## src/sv/v3a_pkg.sv

```systemverilog
`timescale 1ns / 1ps
// Shared widths, operation and status codes, types and helpers of the vector ALU.
package v3a_pkg;

    localparam int FRAC_BITS_DEF = 16;
    localparam int WORD_W        = 32;
    localparam int OPND_W        = 34;
    localparam int PROD_W        = 2 * OPND_W;
    localparam int WIDE_W        = 70;
    localparam int SQRT_LAT      = 32;
    localparam int DIV_QB        = 33;
    localparam int SIDE_LEN      = SQRT_LAT + DIV_QB + 2;

    // operation codes
    localparam logic [3:0] FN_ADD   = 4'd0;
    localparam logic [3:0] FN_SUB   = 4'd1;
    localparam logic [3:0] FN_SCALE = 4'd2;
    localparam logic [3:0] FN_DOT   = 4'd3;
    localparam logic [3:0] FN_CROSS = 4'd4;
    localparam logic [3:0] FN_EQ    = 4'd5;
    localparam logic [3:0] FN_NEG   = 4'd6;
    localparam logic [3:0] FN_LEN   = 4'd7;
    localparam logic [3:0] FN_LENSQ = 4'd8;
    localparam logic [3:0] FN_DIV   = 4'd9;
    localparam logic [3:0] FN_ISZ   = 4'd10;
    localparam logic [3:0] FN_NORM  = 4'd11;
    localparam logic [3:0] FN_DIST  = 4'd12;
    localparam logic [3:0] FN_NE    = 4'd13;

    // status codes
    localparam logic [1:0] ST_OK   = 2'd0;
    localparam logic [1:0] ST_DIV0 = 2'd1;
    localparam logic [1:0] ST_SAT  = 2'd2;

    typedef logic signed [WORD_W-1:0] t_word;
    typedef logic signed [WIDE_W-1:0] t_wide;
    typedef logic signed [PROD_W-1:0] t_prod;

    localparam t_word WORD_MAX = 32'sh7FFFFFFF;
    localparam t_word WORD_MIN = 32'sh80000000;
    localparam t_wide WIDE_MAX = 70'sd2147483647;
    localparam t_wide WIDE_MIN = -70'sd2147483648;

    typedef struct packed {
        t_word val;
        logic  ovf;
    } t_sat;

    // operands of one word as they enter the lanes
    typedef struct packed {
        logic [3:0]  func;
        t_word [2:0] a;
        t_word       s;
    } t_carry;

    // what one lane hands to the merge stage
    typedef struct packed {
        t_prod                p0;
        t_prod                p1;
        logic signed [WORD_W:0] simp;
        logic                 eq;
        logic                 zr;
        logic                 dov;
    } t_lane;

    // partial result riding alongside the root and divider pipelines
    typedef struct packed {
        logic [3:0]  func;
        t_word [2:0] a;
        t_word       s;
        t_word [2:0] vec;
        logic [2:0]  vsat;
        t_word       scal;
        logic        ssat;
        logic        flag;
        logic        dov;
        logic        div0;
        logic        keep;
        logic [2:0]  qneg;
    } t_side;

    // clamp a wide signed value to one word
    function automatic t_sat sat_word(input t_wide v);
        t_sat r;
        if (v > WIDE_MAX) begin
            r.val = WORD_MAX;
            r.ovf = 1'b1;
        end else if (v < WIDE_MIN) begin
            r.val = WORD_MIN;
            r.ovf = 1'b1;
        end else begin
            r.val = v[WORD_W-1:0];
            r.ovf = 1'b0;
        end
        return r;
    endfunction

endpackage

```

## src/sv/v3a_sqrt.sv

```systemverilog
`timescale 1ns / 1ps
// Integer square root of a 64-bit value, one result bit per pipeline stage.
module v3a_sqrt (
    input  logic        i_clk,
    input  logic        i_en,
    input  logic [63:0] i_n,
    output logic [31:0] o_res
);
    import v3a_pkg::*;

    logic [63:0] r_rem  [SQRT_LAT];
    logic [63:0] r_root [SQRT_LAT];

    for (genvar j = 0; j < SQRT_LAT; j++) begin : g_stg
        localparam logic [63:0] BIT = 64'd1 << (62 - 2 * j);
        logic [63:0] w_rem, w_root, w_try;

        if (j == 0) begin : g_first
            assign w_rem  = i_n;
            assign w_root = '0;
        end else begin : g_next
            assign w_rem  = r_rem[j-1];
            assign w_root = r_root[j-1];
        end

        assign w_try = w_root + BIT;

        // try this bit, keep it if the remainder allows
        always_ff @(posedge i_clk) begin
            if (i_en) begin
                if (w_rem >= w_try) begin
                    r_rem[j]  <= w_rem - w_try;
                    r_root[j] <= (w_root >> 1) + BIT;
                end else begin
                    r_rem[j]  <= w_rem;
                    r_root[j] <= w_root >> 1;
                end
            end
        end
    end

    assign o_res = r_root[SQRT_LAT-1][31:0];
endmodule

```

## config.mk

```make
export PLATFORM = sky130hd
export DESIGN_NAME = v3a_sqrt
export DESIGN_NICKNAME = d
export VERILOG_FILES = /design/src/sv/v3a_pkg.sv /design/src/sv/v3a_sqrt.sv
export SDC_FILE = /design/constraint.sdc
export NUM_CORES = 2
export LEC_CHECK = 0
export BUFFER_PORTS_ARGS = -buffer_cell sky130_fd_sc_hd__buf_2
export CORE_AREA = 2 2 498 500
export DETAILED_ROUTE_END_ITERATION = 8
export DIE_AREA = 0 0 500 502
export GPL_ROUTABILITY_DRIVEN = 0
export GPL_TIMING_DRIVEN = 0
export PLACE_DENSITY_LB_ADDON = 0.15
export SYNTH_ARGS = -nofsm -noshare
export SYNTH_HDL_FRONTEND = slang
export SYNTH_SLANG_ARGS = --single-unit
```

## constraint.sdc

```tcl
create_clock -name i_clk -period 5.72 [get_ports i_clk]
set_input_delay 0.572 -clock i_clk [delete_from_list [all_inputs] [get_ports i_clk]]
set_output_delay 0.572 -clock i_clk [all_outputs]
set_load 0.01 [all_outputs]
```

==> reports/results.ini <==
[floorplan]
die_h_um = 502
io_pins = 98
die_x_um = 500
rows = 182
initial_utilization_pct = 49.8
core-area_um2 = 245000
die_area_um2 = 251000

[routing]
ant_nets = 0
wirelength_um = 317000
routed-wl-met2_um = 139000
vias_per_cell = 5.93
top_layer = met5
first_pass_iters = 7
drc_errors = 0
wl_met3_um = 27900
wire_per_inst_um = 22.9
num_vias = 82300
drt-initial-drc-count = 8536
wl_met1_um = 137000

[sta]
max_slew_margin_pct = 1.46
hold_viol = 0
worst_slack_ns = 0.240
report.final.slew_viol_count = 0
period_share_pct = 95.8
finClkSkew_ns = 0.0901
fmax_mhz = 182
rsz0062_at_grt = false
worstMarginPinSlew_ns = 1.46
setup_violations = 0
period_needed_ns = 5.48

[logic_synthesis]
synth_common_cells = edfxtp_1, nand2_1, inv_1
ys_seq_area_share_pct = 61.8
yosys_warnings = 0
avgSynthCellArea_um2 = 12.3
synth_area_um2 = 122000
synthArstFlopShare_pct = 0
synth_edf_count = 2512
ys_ff_latch = 2512
synth_largest_area_cell = edfxtp_1
synth_most_common_cell = edfxtp_1
yosysTopAreaCellShare_pct = 61.8
synth_nets = 10600
yosysUniqueCellTypes = 86
ys.flop_type = edfxtp_1
synth.area.top_cells = edfxtp_1, ha_1, xor2_1
syn_inst = 9960

[power_and_ir_drop]
p_per_area_nw_per_um2 = 399
comb_power_share_pct = 21.8
switchingPower_uw = 16500
p_sw_share_pct = 30.1
vdd_drop_max_uv = 331
power_leakage_uw = 0.0507
p_clk_share_pct = 31.9
p_int_uw = 38200
seq_power_share_pct = 46.3

[cts]
htree_levels = 5
clk_pin_slew_ns = 0.06
clk_latency_ns = 0.96
cts_buffers = 287
tritoncts = built
cts_sinks = 2512
root_buffer = clkbuf_16
clock_path_buffers = 4

[flow_run]
maxCapViolations = 1

[global_route]
overflow = 0
grt_pass1_wl_um = 477000
first_global_vias = 78200
grt_antenna_before_repair = 11
track_usage_pct = 24.9
grt_max_degree = 77

[worst_setup_path]
ff2ff_setup_slack_ns = 0.24
start_kind = register
critPathRequiredTime_ns = 6.29
end_kind = register
path_max_fanout = 10
path_class = reg -> reg
crit_arrival_ns = 6.05
r2r_end = r_rem[1][928]
r2r_cells = 10
reg2reg_from = r_rem[1][839]

[finish]
layout.cells.non_filler = 13900
fin_area_um2 = 137000
drive_above_1_share_pct = 6.68
fillers = 19700
final_nets = 11100
multi_input_comb_area_um2 = 43300
seq_area_um2 = 75400
area_delta_synth_final_pct = 12.3

[placed_design]
placed_cell_area_um2 = 128000
dp_cells = 13300
place.detailed.hpwl_um = 244000
numPortBuffers = 97
pre_cts_slack_ns = 0.153

[min_path]
hold_end = r_rem[0][54]
whs_path_depth = 2
hold_path.class = in -> reg
min_from = i_n[54]

[outcome]
status = finished, violations left
violations = capacitance limit

[metal layers]
layer  vias up  GRT usage (%)
li1      38400              -
met1     39900           34.9
met2      3413           37.6
met3       610           5.50
met4         4           9.97
met5         -              0
[cell families (layout without fill, tap and decap cells)]
family	after synthesis	in the layout	synth area share, %
AOI/OAI and AO/OA	1867	1867	9.37
xor gates and xnor gates	893	893	6.40
adders and majority gates	558	558	5.72
buffers and inverters	914	1594	2.84
DFF	2512	2512	61.8
muxes	53	53	0.478
other	0	8	0
and+or+nand+nor	3163	3163	13.4
[worst max-delay path by stage]
stage / startpoint / end / slack, ns / cells after the start
after CTS: r_rem[1][839] / r_rem[1][928] / 0.07 / 9
after global placement: i_en / r_rem[1][375] / -3.73 / 5
after floorplan: i_en / r_rem[1][640] / 1.35 / 4
final: r_rem[1][839] / r_rem[1][928] / 0.24 / 10
after detailed placement: r_rem[1][839] / r_rem[1][928] / 0.15 / 9
after global routing: r_rem[1][839] / r_rem[1][928] / 0.12 / 10
[cell usage in the layout, fill, tap and decap left out, types with 40 or more instances in the layout]
master         synthesis  final
nand2_1              809    809
o21ai_0              601    601
o21bai_1              45     45
nand3b_1              40     40
a211oi_1              54     54
and3_1                50     50
xnor2_1              436    436
o21a_1                90     90
clkbuf_1             198    213
or4_1                 99     99
or2_2                 53     53
a21oi_1              509    509
nand3_1              180    180
buf_2                 21    118
o211ai_1              47     47
inv_1                679    679
or3_1                102    102
a21o_1               212    212
clkinv_1               0     55
ha_1                 558    558
nor2b_1               70     70
nor4_1               388    383
nand2b_1             117    117
edfxtp_1            2512   2512
clkbuf_16              0    291
nor3_1               293    293
nand4_1              195    195
nor4b_1               52     52
dlygate4sd3_1          0     64
xor2_1               457    457
mux2_2                43     43
a31oi_1               56     56
nor2_1               553    553
[critical path, cell delays in order, from the launching register on]
cell	delay, ns
edfxtp_1	0.41
ha_1	0.41
nand4_1	0.37
a211oi_1	0.14
o41ai_1	0.75
a21oi_1	0.48
a221oi_2	0.62
buf_4	0.26
clkbuf_1	0.74
buf_1	0.69
o21ai_0	0.28
[what timing repair did]
action | in CTS | in global routing
hold buffers | 64 | 0
setup endpoints to repair | 0 | 4
hold endpoints to repair | 64 | 0
setup buffers | 0 | 0
gates resized for setup | 0 | 1
[sequential cells by signal, indices dropped and copies added, names as in the netlist]
register	cells
r_rem	1984
r_root	528
[through the flow]
stage / power, uW / hold slack [ns] / util (%) / setup TNS, ns
2_1_floorplan: 33200 / 0.417 / - / 0
3_3_place_gp: 36900 / 0.427 / 51.6 / -7518.44
3_5_place_dp: 37100 / 0.428 / 52.0 / 0
4_1_cts: 54700 / 0.258 / 55.9 / 0
5_1_grt: 57100 / 0.286 / 55.9 / 0
6_report: 54700 / 0.343 / 55.9 / 0
[power by group through the flow]
stage | clock network [uW] | registers, uW | logic, uW
CTS | 17800 | 25300 | 11600
floorplan | 0 | 24700 | 8430
global route | 18500 | 25500 | 13100
detailed placement | 0 | 25600 | 11500
global placement | 0 | 25700 | 11200
finish | 17500 | 25300 | 11900
[area by class of cell]
cell class                      instances  area share [%]
Antenna cell                            8          0.0146
Clock buffer                          343            5.45
Timing Repair Buffer                  197            1.43
Multi-Input combinational cell       6534            31.6
Inverter                              679            1.86
Tap cell                             3220            2.94
Clock inverter                        140           0.978
Sequential cell                      2512            55.0
Buffer                                235           0.761
Note: power is estimated with default switching activity, not from simulation.
